$ cat src/hw/rtl/fbpa_pkg.sv
package fbpa_pkg;

    // Field widths of the item and result ports and of the registers.
    localparam int ADDR_W   = 32;
    localparam int SIZE_W   = 16;
    localparam int USE_W    = 12;
    localparam int CFG_W    = 32;
    localparam int STATUS_W = 2;
    localparam int CFG_IDX_W = 2;

    // Operation codes of an input item.
    localparam logic OP_ALLOC = 1'b0;
    localparam logic OP_FREE  = 1'b1;

    // Result status codes.
    localparam logic [STATUS_W-1:0] ST_OK           = 2'd0;
    localparam logic [STATUS_W-1:0] ST_EMPTY        = 2'd1;
    localparam logic [STATUS_W-1:0] ST_INVALID      = 2'd2;
    localparam logic [STATUS_W-1:0] ST_ALREADY_FREE = 2'd3;

    // Register indexes of the configuration port.
    localparam logic [CFG_IDX_W-1:0] CFG_POOL_BASE      = 2'd0;
    localparam logic [CFG_IDX_W-1:0] CFG_BUFFER_BYTES   = 2'd1;
    localparam logic [CFG_IDX_W-1:0] CFG_BUFFERS_IN_USE = 2'd2;

    localparam logic [ADDR_W-1:0] BASE_RESET = 32'd0;
    localparam logic [SIZE_W-1:0] SIZE_RESET = 16'd2048;
    localparam logic [USE_W-1:0]  USE_RESET  = 12'd2048;

    // Depth of the small queues between the parts of the block.
    localparam int Q_DEPTH = 2;
    localparam int QPW     = $clog2(Q_DEPTH);

    // Address mapping as seen by both halves; size is already forced to at least one.
    typedef struct packed {
        logic [ADDR_W-1:0] base;
        logic [SIZE_W-1:0] size;
    } t_map_cfg;

    // A classified request as handed from the front to the back.
    typedef struct packed {
        logic              op;
        logic              bad;
        logic [ADDR_W-1:0] offset;
    } t_cmd;

    typedef struct packed {
        logic [STATUS_W-1:0] status;
        logic [ADDR_W-1:0]   addr;
    } t_result;

endpackage

$ cat src/hw/rtl/fbpa_fifo.sv
module fbpa_fifo #(
    parameter type T = logic
) (
    input  logic i_clk,
    input  logic i_rst_n,
    input  logic i_push,
    input  T     i_data,
    output logic o_full,
    input  logic i_pop,
    output T     o_data,
    output logic o_empty
);
    import fbpa_pkg::*;

    T               r_mem [Q_DEPTH];
    logic [QPW-1:0] r_wp;
    logic [QPW-1:0] r_rp;
    logic [QPW:0]   r_cnt;
    logic           do_push;
    logic           do_pop;

    assign o_full  = (r_cnt == (QPW+1)'(Q_DEPTH));
    assign o_empty = (r_cnt == '0);
    assign o_data  = r_mem[r_rp];
    assign do_push = i_push & ~o_full;
    assign do_pop  = i_pop & ~o_empty;

    always_ff @(posedge i_clk) begin
        if (!i_rst_n) begin
            r_wp  <= '0;
            r_rp  <= '0;
            r_cnt <= '0;
        end else begin
            if (do_push) begin
                r_wp <= r_wp + 1'b1;
            end
            if (do_pop) begin
                r_rp <= r_rp + 1'b1;
            end
            if (do_push && !do_pop) begin
                r_cnt <= r_cnt + 1'b1;
            end else if (do_pop && !do_push) begin
                r_cnt <= r_cnt - 1'b1;
            end
        end
    end

    always_ff @(posedge i_clk) begin
        if (do_push) begin
            r_mem[r_wp] <= i_data;
        end
    end

endmodule

$ cat config.mk
export PLATFORM = sky130hd
export DESIGN_NAME = fbpa_fifo
export DESIGN_NICKNAME = d
export VERILOG_FILES = /design/src/hw/rtl/fbpa_pkg.sv /design/src/hw/rtl/fbpa_fifo.sv
export SDC_FILE = /design/constraint.sdc
export NUM_CORES = 1
export LEC_CHECK = 0
export BUFFER_PORTS_ARGS = -buffer_cell sky130_fd_sc_hd__buf_2
export CORE_AREA = 2 2 39 41
export CTS_CLUSTER_SIZE = 25
export DETAILED_ROUTE_END_ITERATION = 10
export DIE_AREA = 0 0 41 43
export GPL_ROUTABILITY_DRIVEN = 0
export HOLD_SLACK_MARGIN = 0.06
export PLACE_DENSITY = 0.44
export SKIP_CTS_REPAIR_TIMING = 1
export SYNTH_ARGS = -nofsm -noshare
export SYNTH_HDL_FRONTEND = slang
export SYNTH_SLANG_ARGS = --single-unit
$ cat constraint.sdc
create_clock -name i_clk -period 1.36 [get_ports i_clk]
set_input_delay 0.136 -clock i_clk [delete_from_list [all_inputs] [get_ports i_clk]]
set_output_delay 0.136 -clock i_clk [all_outputs]
set_load 0.01 [all_outputs]
==> impl_metrics.toml <==
[cells_and_area]
drive_gt1_frac = 0.5227
area_delta_synth_final_pct = 44.67
fillerInstances = 151
num_antenna_cells = 0
final_cells = 60
multi_input_area_um2 = 150.1
fin_util = 0.3192
final_nets = 51
register_area_um2 = 162.7

[clock_tree]
cts_buffers = 3
cts_tree = "yes"
cts_root_buf = "clkbuf_4"
htreeDepth = 1
path_clk_slew_ns = 0.05
clk_latency_ns = 0.25
clock-sinks = 7
cts_buffer_depth = 2

[pwr]
max-vdd-ir-drop_mv = 0.7365
powerDensity_mw_per_mm2 = 2143
total_power_uw = 946.6
p_leak_uw = 0.0001946

[global_route]
grt_pass1_vias = 255
grt_use_total = 0.08999
grt_pass1_wl_um = 986
grt_max_degree = 6
overflow = 0
antenna_found_initial = 0

[detailed_routing]
via_per_inst = 4.100
drc_errors = 0
num_vias = 246
antenna_left = 0
firstDrtPassIters = 1
wirelength_um = 564
drtIter0Drc = 0
wl_per_cell_um = 9.400

[floorplan]
ios = 8
dieArea_mm2 = 0.001763
die_w_um = 41
core_area_mm2 = 0.001384
row_count = 14
die_h_um = 43
start_util = 0.2206

[logic_synthesis]
ys_warn_count = 0
synth_top_family_by_area = "simple AND/OR/NAND/NOR gates"
yosys.area_share.xor_xnor = 0.08607
syn-cell-area_um2 = 305.3
syn_nets = 34
synthTopCellsByArea = "dfxtp_1 33%, edfxtp_1 20%, and2_1 6.1%, xnor2_1 5.7%, ha_1 4.1%"
yosysTopAreaCell = "dfxtp_1"
synth_adder_area_share = 0.04098
synth_compound_area_frac = 0.1066
synth-seq-cells = 7
synth_area_per_cell_um2 = 10.90
seq_area_frac_synth = 0.5246
yosysTopAreaCellShare = 0.3279
synthCells = 28
yosys.area_share.simple = 0.1803
synth_mux_area_frac = 0.03689
synthDistinctLibCells = 19

[setup_path]
cp.arrival_ns = 1.58
crit_start = "r_cnt[0]"
critPathKind = "flop to flop"
start_kind = "flop"
crit_fanout = 3
r2r_start = "r_cnt[0]"
crit_required_ns = 1.54
crit_end = "r_cnt[1]"
rrSetupSlack_ns = -0.05
r2r-end = "r_cnt[1]"
crit_path_end_kind = "flop"
reg2reg_depth = 7

[sta]
worst_slew_pin_slew_ns = 0.1828
slew_viol_final = 0
period_share = 1.034
period_minus_slack_ns = 1.406
hold_viol = 0
finClkSkew_ns = 0.001080
setup_ws_ns = -0.04622
fmax_ghz = 0.7111
slew_headroom = 0.8775
grt_setup_unrepaired = "yes"
tns_ns = -0.04622
setup_viol = 1

[placed_design]
io_buffers = 7
dp.cells = 56
dpl.hpwl_um = 464.4
pre_cts_ws_ns = -0.04809

[worst_hold_path]
worst_hold_path_type = "input pin to flop"
hold_depth = 1

[status]
violations = "negative setup slack"
status = "finished with violations"

[run]
max_cap_viol_count = 0
[worst max-delay path, stage by stage, from the launching register on]
cell      delay [ns]
dfxtp_2         0.32
nand2b_4        0.15
inv_4           0.06
nor2_2          0.03
ha_2            0.18
xor2_1          0.14
or3_1           0.34
a21boi_1        0.12
[logic make-up after synthesis]
family / after synthesis
AO/OA/AOI/OAI: 5
XOR/XNOR: 3
adder cells (fa/ha/maj): 1
buffers and inverters: 2
flip-flops: 7
multiplexers: 1
AND/OR/NAND/NOR: 9
[how the worst min path moves through the flow]
stage / startpoint / to / slack (ns)
final: i_data / r_mem[0] / 0.08
after global placement: i_data / r_mem[0] / 0.32
after detailed placement: i_data / r_mem[1] / 0.33
after global routing: i_data / r_mem[0] / 0.06
after CTS: i_data / r_mem[0] / 0.07
after floorplan: i_data / r_mem[0] / 0.23
[Yosys cell counts, drive strengths merged]
cell and instances:
xnor2 2, nand2b 1, a21boi 2, xor2 1, nor2 2, inv 2, o21ai 2, o21a 1
or3 1, dfxtp 5, nor3 1, ha 1, edfxtp 2, and3 1, mux2 1, and2 3
[report_power, final]
group          internal, µW  total, µW  switching [µW]
Clock                   112        185            73.2
Sequential              286        326            40.9
Combinational           250        435             185
Total                   647        947             299
[per-stage QoR]
stage	hold slack [ns]	area (µm²)
finish	0.07793	441.7
global route	0.06276	441.7
CTS	0.06825	437.9
detailed placement	0.3326	411.6
global placement	0.3247	411.6
floorplan	0.2349	319.1
[layout by cell type, fill, tap and decap left out]
master    synthesis  routed
buf_2             0       7
buf_4             0       5
and2_1            3       3
dfxtp_1           5       3
clkbuf_4          0       3
xnor2_1           2       2
dfxtp_2           0       2
edfxtp_1          2       2
inv_1             1       1
nand2b_4          0       1
inv_4             0       1
nor2_2            0       1
mux2_2            1       1
nor2_1            2       1
o21ai_1           1       1
and3_1            1       1
nor3_2            1       1
a21boi_0          1       1
o21a_1            1       1
xor2_1            1       1
o21ai_0           1       1
or3_1             1       1
a21boi_1          1       1
ha_2              0       1
clkbuf_1          0       1
[per-layer routing]
layer	vias to the layer above	track usage	wire length, µm
met2	6	0.1469	323
met1	115	0.07895	197
li1	125	-	-
met3	0	0.07853	43
met5	-	0	0
met4	0	0.02000	0
[cell type report]
type | instances | share of cell area
multi-input combinational | 19 | 0.3399
tap | 16 | 0.04533
clock buffer | 4 | 0.05949
timing repair buffer | 12 | 0.1643
sequential | 7 | 0.3683
inverter | 2 | 0.02266
Note: power is estimated with default switching activity, not from simulation.
