**src/hw/rtl/fbpa_pkg.sv**
```systemverilog
package fbpa_pkg;

    // Field widths of the item and result ports and of the registers.
    localparam int ADDR_W   = 32;
    localparam int SIZE_W   = 16;
    localparam int USE_W    = 12;
    localparam int CFG_W    = 32;
    localparam int STATUS_W = 2;
    localparam int CFG_IDX_W = 2;

    // Operation codes of an input item.
    localparam logic OP_ALLOC = 1'b0;
    localparam logic OP_FREE  = 1'b1;

    // Result status codes.
    localparam logic [STATUS_W-1:0] ST_OK           = 2'd0;
    localparam logic [STATUS_W-1:0] ST_EMPTY        = 2'd1;
    localparam logic [STATUS_W-1:0] ST_INVALID      = 2'd2;
    localparam logic [STATUS_W-1:0] ST_ALREADY_FREE = 2'd3;

    // Register indexes of the configuration port.
    localparam logic [CFG_IDX_W-1:0] CFG_POOL_BASE      = 2'd0;
    localparam logic [CFG_IDX_W-1:0] CFG_BUFFER_BYTES   = 2'd1;
    localparam logic [CFG_IDX_W-1:0] CFG_BUFFERS_IN_USE = 2'd2;

    localparam logic [ADDR_W-1:0] BASE_RESET = 32'd0;
    localparam logic [SIZE_W-1:0] SIZE_RESET = 16'd2048;
    localparam logic [USE_W-1:0]  USE_RESET  = 12'd2048;

    // Depth of the small queues between the parts of the block.
    localparam int Q_DEPTH = 2;
    localparam int QPW     = $clog2(Q_DEPTH);

    // Address mapping as seen by both halves; size is already forced to at least one.
    typedef struct packed {
        logic [ADDR_W-1:0] base;
        logic [SIZE_W-1:0] size;
    } t_map_cfg;

    // A classified request as handed from the front to the back.
    typedef struct packed {
        logic              op;
        logic              bad;
        logic [ADDR_W-1:0] offset;
    } t_cmd;

    typedef struct packed {
        logic [STATUS_W-1:0] status;
        logic [ADDR_W-1:0]   addr;
    } t_result;

endpackage

```
**src/hw/rtl/fbpa_front.sv**
```systemverilog
module fbpa_front #(
    parameter int POOL_DEPTH = 2048
) (
    input  logic                            i_clk,
    input  logic                            i_push,
    input  logic                            i_operation,
    input  logic [fbpa_pkg::ADDR_W-1:0]     i_free_address,
    input  fbpa_pkg::t_map_cfg              i_map,
    input  logic [$clog2(POOL_DEPTH+1)-1:0] i_count,
    input  logic                            i_hold,
    output logic                            o_full,
    output fbpa_pkg::t_cmd                  o_cmd,
    output logic                            o_cmd_push,
    input  logic                            i_cmd_full
);
    import fbpa_pkg::*;

    localparam int CW   = $clog2(POOL_DEPTH + 1);
    localparam int SPW  = CW + SIZE_W;
    localparam int CMPW = (SPW > ADDR_W) ? SPW : ADDR_W;

    // Pool span in bytes, kept registered so the range check is a subtract and compare.
    logic [SPW-1:0]    r_span;
    logic [SPW-1:0]    span_full;
    logic [ADDR_W-1:0] offset;
    logic              bad;

    assign span_full = i_count * i_map.size;

    always_ff @(posedge i_clk) begin
        r_span <= span_full;
    end

    assign offset = i_free_address - i_map.base;
    assign bad    = (i_free_address < i_map.base) ||
                    (CMPW'(offset) >= CMPW'(r_span));

    assign o_full     = i_cmd_full | i_hold;
    assign o_cmd_push = i_push & ~o_full;
    assign o_cmd      = '{op: i_operation, bad: bad, offset: offset};

endmodule

```
**config.mk**
```make
export PLATFORM = sky130hd
export DESIGN_NAME = fbpa_front
export DESIGN_NICKNAME = d
export VERILOG_FILES = /design/src/hw/rtl/fbpa_pkg.sv /design/src/hw/rtl/fbpa_front.sv
export SDC_FILE = /design/constraint.sdc
export NUM_CORES = 1
export LEC_CHECK = 0
export BUFFER_PORTS_ARGS = -buffer_cell sky130_fd_sc_hd__clkbuf_2
export CORE_ASPECT_RATIO = 0.5
export CORE_MARGIN = 2
export CORE_UTILIZATION = 25
export DETAILED_ROUTE_END_ITERATION = 8
export PLACE_DENSITY = 0.43
export SETUP_SLACK_MARGIN = 0.15
export SLEW_MARGIN = 15
export SYNTH_ARGS = -nofsm -noshare
export SYNTH_HDL_FRONTEND = slang
export SYNTH_SLANG_ARGS = --single-unit
```
**constraint.sdc**
```tcl
create_clock -name i_clk -period 6.6 [get_ports i_clk]
set_input_delay 0 -clock i_clk [delete_from_list [all_inputs] [get_ports i_clk]]
set_output_delay 0 -clock i_clk [all_outputs]
set_load 0.02 [all_outputs]
```
==> metrics.txt, run 1 <==
post-synthesis adder-cell area fraction 48.1%; DP HPWL ~22000 um; Gate Count Post-Synth roughly 1100; Hold Path Cell Cnt 0; proportion of layout cells with a drive suffix above 1 12.6%; Hold Path End o_cmd[33]; Post-synth EDFFs 0; final hold viol count 0; routed vias 7299; Max Fclk 194 MHz; MaxCap Viol Count 0; Remaining Overflow, GRT 0; Core ar. 36000 sq um; synth unique cells 56; syn avg cell area approximately 8.2 sq um; P per Cell Area 365 nW/um^2; Netlist Area Pre-Place 9140 sq um; H-tree levels 1; Root Driver clkbuf_16; synth warn 0; Biggest register r_span; Longest Clk Path Bufs 2; initial DRC count 305; final wirelength 24300 um; Final min period 5150 ps; hold_sp i_operation; Synth Net Count 1483; CTS tree yes; initial antenna violation count 0; main flop type after synthesis dfxtp_1; Lkg Pwr 5.57 nW; area share of and/or/nand/nor cells after synthesis between 15 and 20%; Setup crit end kind register; clk sinks 28; Max Slew Vio Count 0; period utilization 78.1%; Crit path top cell by count fa_1; Critical Path RT 6760 ps; number of flip-flops in the largest register 28; first-pass GRT wire length ~40000 um; # nets final about 1600; endpoints failing setup 0; Hold Buf Count CTS 0; Largest regs r_span: 28 flops; Die H 139 um; sum of negative setup slack 0 ps; compound-gate portion of the synthesized area 12.0%; worst min path class in -> out; Cell Rows slightly below 50; WL/cell 14.3 um; xor and xnor fraction of the mapped netlist area 4.41%; initial core utilization 25.4%; DRC Markers 0; number of vias per cell 4.29; Seq cells post-synth 28; gpl congestion 0.842; Tightest Pin Transition 487 ps; largest net degree at the start of global routing 17; status finished, final reports clean; Slew headroom 67.3%; sequential share of the synthesized area 6.13%; Post-synth ARST share 0%; crit path DAT 5310 ps; CTS buffer count 3; Setup CP Type in -> reg; slowest cell delay on critical path ~530 ps; Max FO, Critical Path 16; RSZ-0062 raised after global routing no; DRT Pass-1 Iters 5; Total GRT Usage 13.0%; I/O Buffers 130; Post-CTS Setup Repair Bufs 0; clk slew on worst S/H paths roughly 60 ps; WP buf/inv 5; CP top delay family adder cells; fillers 3891; Peak VDD IR 0.000276 V; # diodes 0; Finished Core Util 28.8%; ANT nets after route 0; number of cells upsized or downsized after cts 0; area grow syn2layout 13.2%; largest family of logic cells by synthesized area adder cells; vias in the first global route 7778; hold_ws 0.00881 ps; die area 38200 sq um; mux share of post-synthesis cell area 0.328%; die width approximately 270 um; Cell Chain, Critical Path clkbuf_2 > and2_1 > fa_1 > inv_1 > fa_1 > inv_1 > fa_1 > fa_1 > inv_1 > fa_1 > inv_1 > ha_1 > a21o_1 > a21o_1 > o21ai_0 > a21oi_1 > o2111ai_1 > a31oi_1 > a211oi_2 > a21oi_1 > o311ai_1; num ports 133; crit start category input pin; Critical-path top delay cell fa_1
==> how the worst max path moves through the flow <==
stage	depth (start not counted)	startpoint	to	slack, ps
4_1_cts	21	i_count[6]	r_span[26]	1450
2_1_floorplan	20	i_map[8]	r_span[26]	1650
6_report	21	i_count[6]	r_span[26]	1450
3_5_place_dp	21	i_count[6]	r_span[26]	1170
3_3_place_gp	21	i_count[6]	r_span[26]	1260
5_1_grt	21	i_count[6]	r_span[26]	1130
==> synth_stat cells (3+ instances only) <==
cell / count / area [sq um]
o21ai_0: 31 / 155
nand2_1: 155 / 582
mux2i_1: 3 / 30.0
o21bai_1: 5 / 37.5
inv_1: 254 / 953
clkbuf_1: 33 / 124
o21a_1: 6 / 45.0
o211ai_1: 4 / 30.0
nand4_1: 3 / 18.8
xor2_1: 14 / 123
a21boi_0: 4 / 30.0
xnor2_1: 32 / 280
nor2_1: 25 / 93.8
ha_1: 126 / 1580
a31oi_1: 8 / 50.1
nand2b_1: 9 / 56.3
a21oi_1: 55 / 275
or2_2: 4 / 25.0
dfxtp_1: 28 / 561
nor3_1: 6 / 30.0
a221oi_1: 3 / 26.3
nand3_1: 14 / 70.1
fa_1: 141 / 2820
a21o_1: 23 / 173
and4_1: 3 / 26.3
nor2b_1: 9 / 56.3
and3_1: 8 / 50.1
a211oi_1: 3 / 22.5
and2_1: 74 / 463
==> layer usage <==
metal	up-vias	wire (um)	global-route usage, %
li1	3693	-	-
met1	3463	12400	19.0
met2	122	10700	20.9
met3	21	775	1.00
met4	0	372	2.72
met5	-	0	0
==> area by class of cell <==
cell class / count / area [sq um] / area share (%)
Timing Repair Buffer: 130 / 651 / 6.29
Sequential cell: 28 / 561 / 5.42
Inverter: 254 / 953 / 9.21
Clock buffer: 4 / 88.8 / 0.858
Tap cell: 484 / 606 / 5.85
Multi-Input combinational cell: 802 / 7490 / 72.4
==> cells by family after synthesis <==
| family | Yosys count |
|---|---|
| AND/OR/NAND/NOR | 321 |
| buffers and inverters | 289 |
| adder cells (fa/ha/maj) | 267 |
| AO/OA/AOI/OAI | 165 |
| XOR/XNOR | 46 |
| flip-flops | 28 |
| multiplexers | 3 |
==> through the flow <==
step           instances  total power [mW]  setup slack (ps)  area (sq um)
4_1_cts             1702              3.81              1450         10300
2_1_floorplan       1119              2.86              1650          9140
3_5_place_dp        1698              3.64              1170         10300
5_1_grt             1702              4.30              1130         10300
3_3_place_gp        1698              3.63              1260         10300
6_report            1702              3.78              1450         10300
==> where the power goes <==
part	leakage [nW]	internal [mW]	total [mW]	switching, mW
Combinational	5.29	1.41	3.32	1.90
Clock	0.0442	0.0927	0.144	0.0517
Sequential	0.236	0.295	0.316	0.0204
Total	5.57	1.80	3.78	1.98
==> cell usage in the layout, fill, tap and decap left out, types with 4 or more instances in the layout <==
cell type / n
a21oi_1: 55
o21ai_0: 31
clkbuf_2: 130
fa_1: 141
o21bai_1: 5
xor2_1: 14
xnor2_1: 32
o21a_1: 6
nor3_1: 6
nand3_1: 14
nor2_1: 25
inv_1: 254
and3_1: 8
dfxtp_1: 28
a21boi_0: 4
nand2_1: 155
a21o_1: 23
or2_2: 4
a31oi_1: 8
nand2b_1: 9
o211ai_1: 4
nor2b_1: 9
ha_1: 126
and2_1: 74
(Power assumes the default switching activity.)
==> run 2: changes to the inputs <==
Settings changed: ABC_AREA set to 1, PLACE_DENSITY 0.43 to 0.45.
Clock period 6.6 ns to 4.2 ns, I/O delays scaled along.
==> run 2 against run 1 <==
Die area grew 6.2%. Wire length grew 7.6%. Global-route usage shrank 0.061 points. First-iteration DRC count grew 20%.
==> metrics.txt, run 2 <==
status finished, final reports clean; Peak VDD IR just under 0.0006 V; clk slew on worst S/H paths 60 ps; Biggest register r_span; hold_ws ~0.0070 ps; synth warn 0; H-tree levels 1; # nets final 1957; CTS tree yes; Longest Clk Path Bufs 2; Slew headroom 62.3%; die width roughly 280 um; RSZ-0062 raised after global routing yes; worst min path class in -> out; Critical Path RT 4390 ps; number of flip-flops in the largest register 28; ranking of synthesized cells by area fa_1, ha_1, nand2_1, inv_1, dfxtp_1; area grow syn2layout 27.0%; final hold viol count 0; most frequent cells in the layout nand2_1, inv_1, fa_1, ha_1, clkbuf_2; crit path DAT 4220 ps; Largest regs r_span: 28 flops; Hold Path Cell Cnt 0; routed vias 8522; Setup crit end kind register; largest net degree at the start of global routing 17; DP HPWL about 24000 um; initial antenna violation count 0; MaxCap Viol Count 0; Critical-path top delay cell fa_2; synth unique cells 42; initial core utilization 25.2%; Post-synth ARST share 0%; Max Fclk 248 MHz; DRT Pass-1 Iters 5; main flop type after synthesis dfxtp_1; P per Cell Area 785 nW/um^2; Lkg Pwr 7.19 nW; Gate Count Post-Synth around 1400; num ports 133; Root Driver clkbuf_16; gpl congestion 0.908; Remaining Overflow, GRT 0; DRC Markers 0; Max FO, Critical Path 10; clk sinks 28; hold_sp i_operation; proportion of layout cells with a drive suffix above 1 21.6%; DP Worst Slack -342 ps; WL/cell 12.3 um; Crit path top cell by count nand2_1; slowest cell delay on critical path 580 ps; Die H around 140 um; vias in the first global route 8535; die area 40600 sq um; initial DRC count 367; count leader, synth nand2_1; Synth Net Count 1755; I/O Buffers 130; Cell Rows 51; endpoints failing setup 0; final wirelength 26100 um; # diodes 0; CP top delay family adder cells; Final Power between 9 and 10 mW; Core ar. approximately 39000 sq um; WP buf/inv 4; crit start category input pin; sequential share of the synthesized area ~5.8%; Seq cells post-synth 28; area leader, netlist fa_1; Post-synth EDFFs 0; Yosys top cell area share 29.0%; Tightest Pin Transition 559 ps; Hold Path End o_cmd[33]; PnR worst setup slack 168 ps; Setup CP Type in -> reg; ANT nets after route 0; Cell Chain, Critical Path clkbuf_8 > nand2_1 > fa_2 > inv_1 > fa_2 > fa_1 > fa_1 > inv_1 > fa_1 > inv_1 > ha_4 > nand2_2 > nor2_1 > nand2_1 > o211ai_1 > nand2_1 > nand3_2 > nand2_1 > nand2_1 > xnor2_1; Netlist Area Pre-Place 9720 sq um; first-pass GRT wire length 43300 um; period utilization 96.0%; syn avg cell area 6.99 sq um; number of vias per cell between 4 and 5; Max Slew Vio Count 0; CTS buffer count 3; Total GRT Usage 12.9%; synth cell count leaders nand2_1, inv_1, fa_1; Final min period 4030 ps
## run 2: cell types whose count changed after synthesis, moves of 11 or more
cell and change:
nand2_1 +232, inv_1 +129, and2_1 -74, nor2_1 +34, a21o_1 -20, o21ai_0 -18, xor2_1 +11
## run 2: where the power goes
group	switching, mW	leakage [nW]	internal [mW]
sequential	0.0290	0.236	0.468
clock	0.0786	0.0370	0.126
combinational	4.63	6.92	4.38
## run 2: final cells by class
type | instances | area, sq um
clock buffers | 3 | 75.1
fillers | 4272 | 26300
repair buffers | 239 | 1650
well taps | 530 | 663
inverters | 386 | 1450
flip-flops and latches | 28 | 561
multi-input cells | 935 | 7960
## run 2: layer usage
layer	wire length [um]	up-vias	global-route usage, %	share of wire (%)
met4	288	0	2.10	1.1
met1	13700	3924	18.8	53
li1	-	4475	-	-
met5	0	-	0	0
met3	676	13	0.587	2.6
met2	11400	110	21.6	44
## run 2: how the worst max path moves through the flow
stage	to	startpoint	cells after the start	slack, ps
3_5_place_dp	r_span[21]	i_count[3]	19	-340
4_1_cts	r_span[26]	i_count[8]	23	150
5_1_grt	r_span[18]	i_count[8]	20	-50
3_3_place_gp	r_span[27]	i_count[3]	18	-330
2_1_floorplan	r_span[21]	i_count[5]	22	30
6_report	r_span[27]	i_map[5]	20	170
## run 2: metrics by stage
step	cells	setup TNS, ps	cell area (sq um)	util, %
6_report	2121	0	12400	32.0
5_1_grt	2121	-139	12400	32.0
4_1_cts	2116	0	12200	31.6
3_5_place_dp	2110	-3970	11900	30.8
3_3_place_gp	2110	-3590	11900	30.8
2_1_floorplan	1391	0	10200	-
## run 2: logic make-up (layout without fill, tap and decap cells)
family,Yosys count,count (layout),share of synthesized area [%]
xor gates and xnor gates,49,49,4.49
AOI/OAI and AO/OA,113,113,6.73
DFF,28,28,5.76
adders and majority gates,267,267,45.2
buffers and inverters,428,628,16.6
and+or+nand+nor,506,506,21.2
## run 2: what timing repair did
item	CTS	global route
gates resized for setup	47	37
endpoints found under the setup margin	14	15
setup buffers	3	5
pin swaps	23	31
hold buffers	0	0
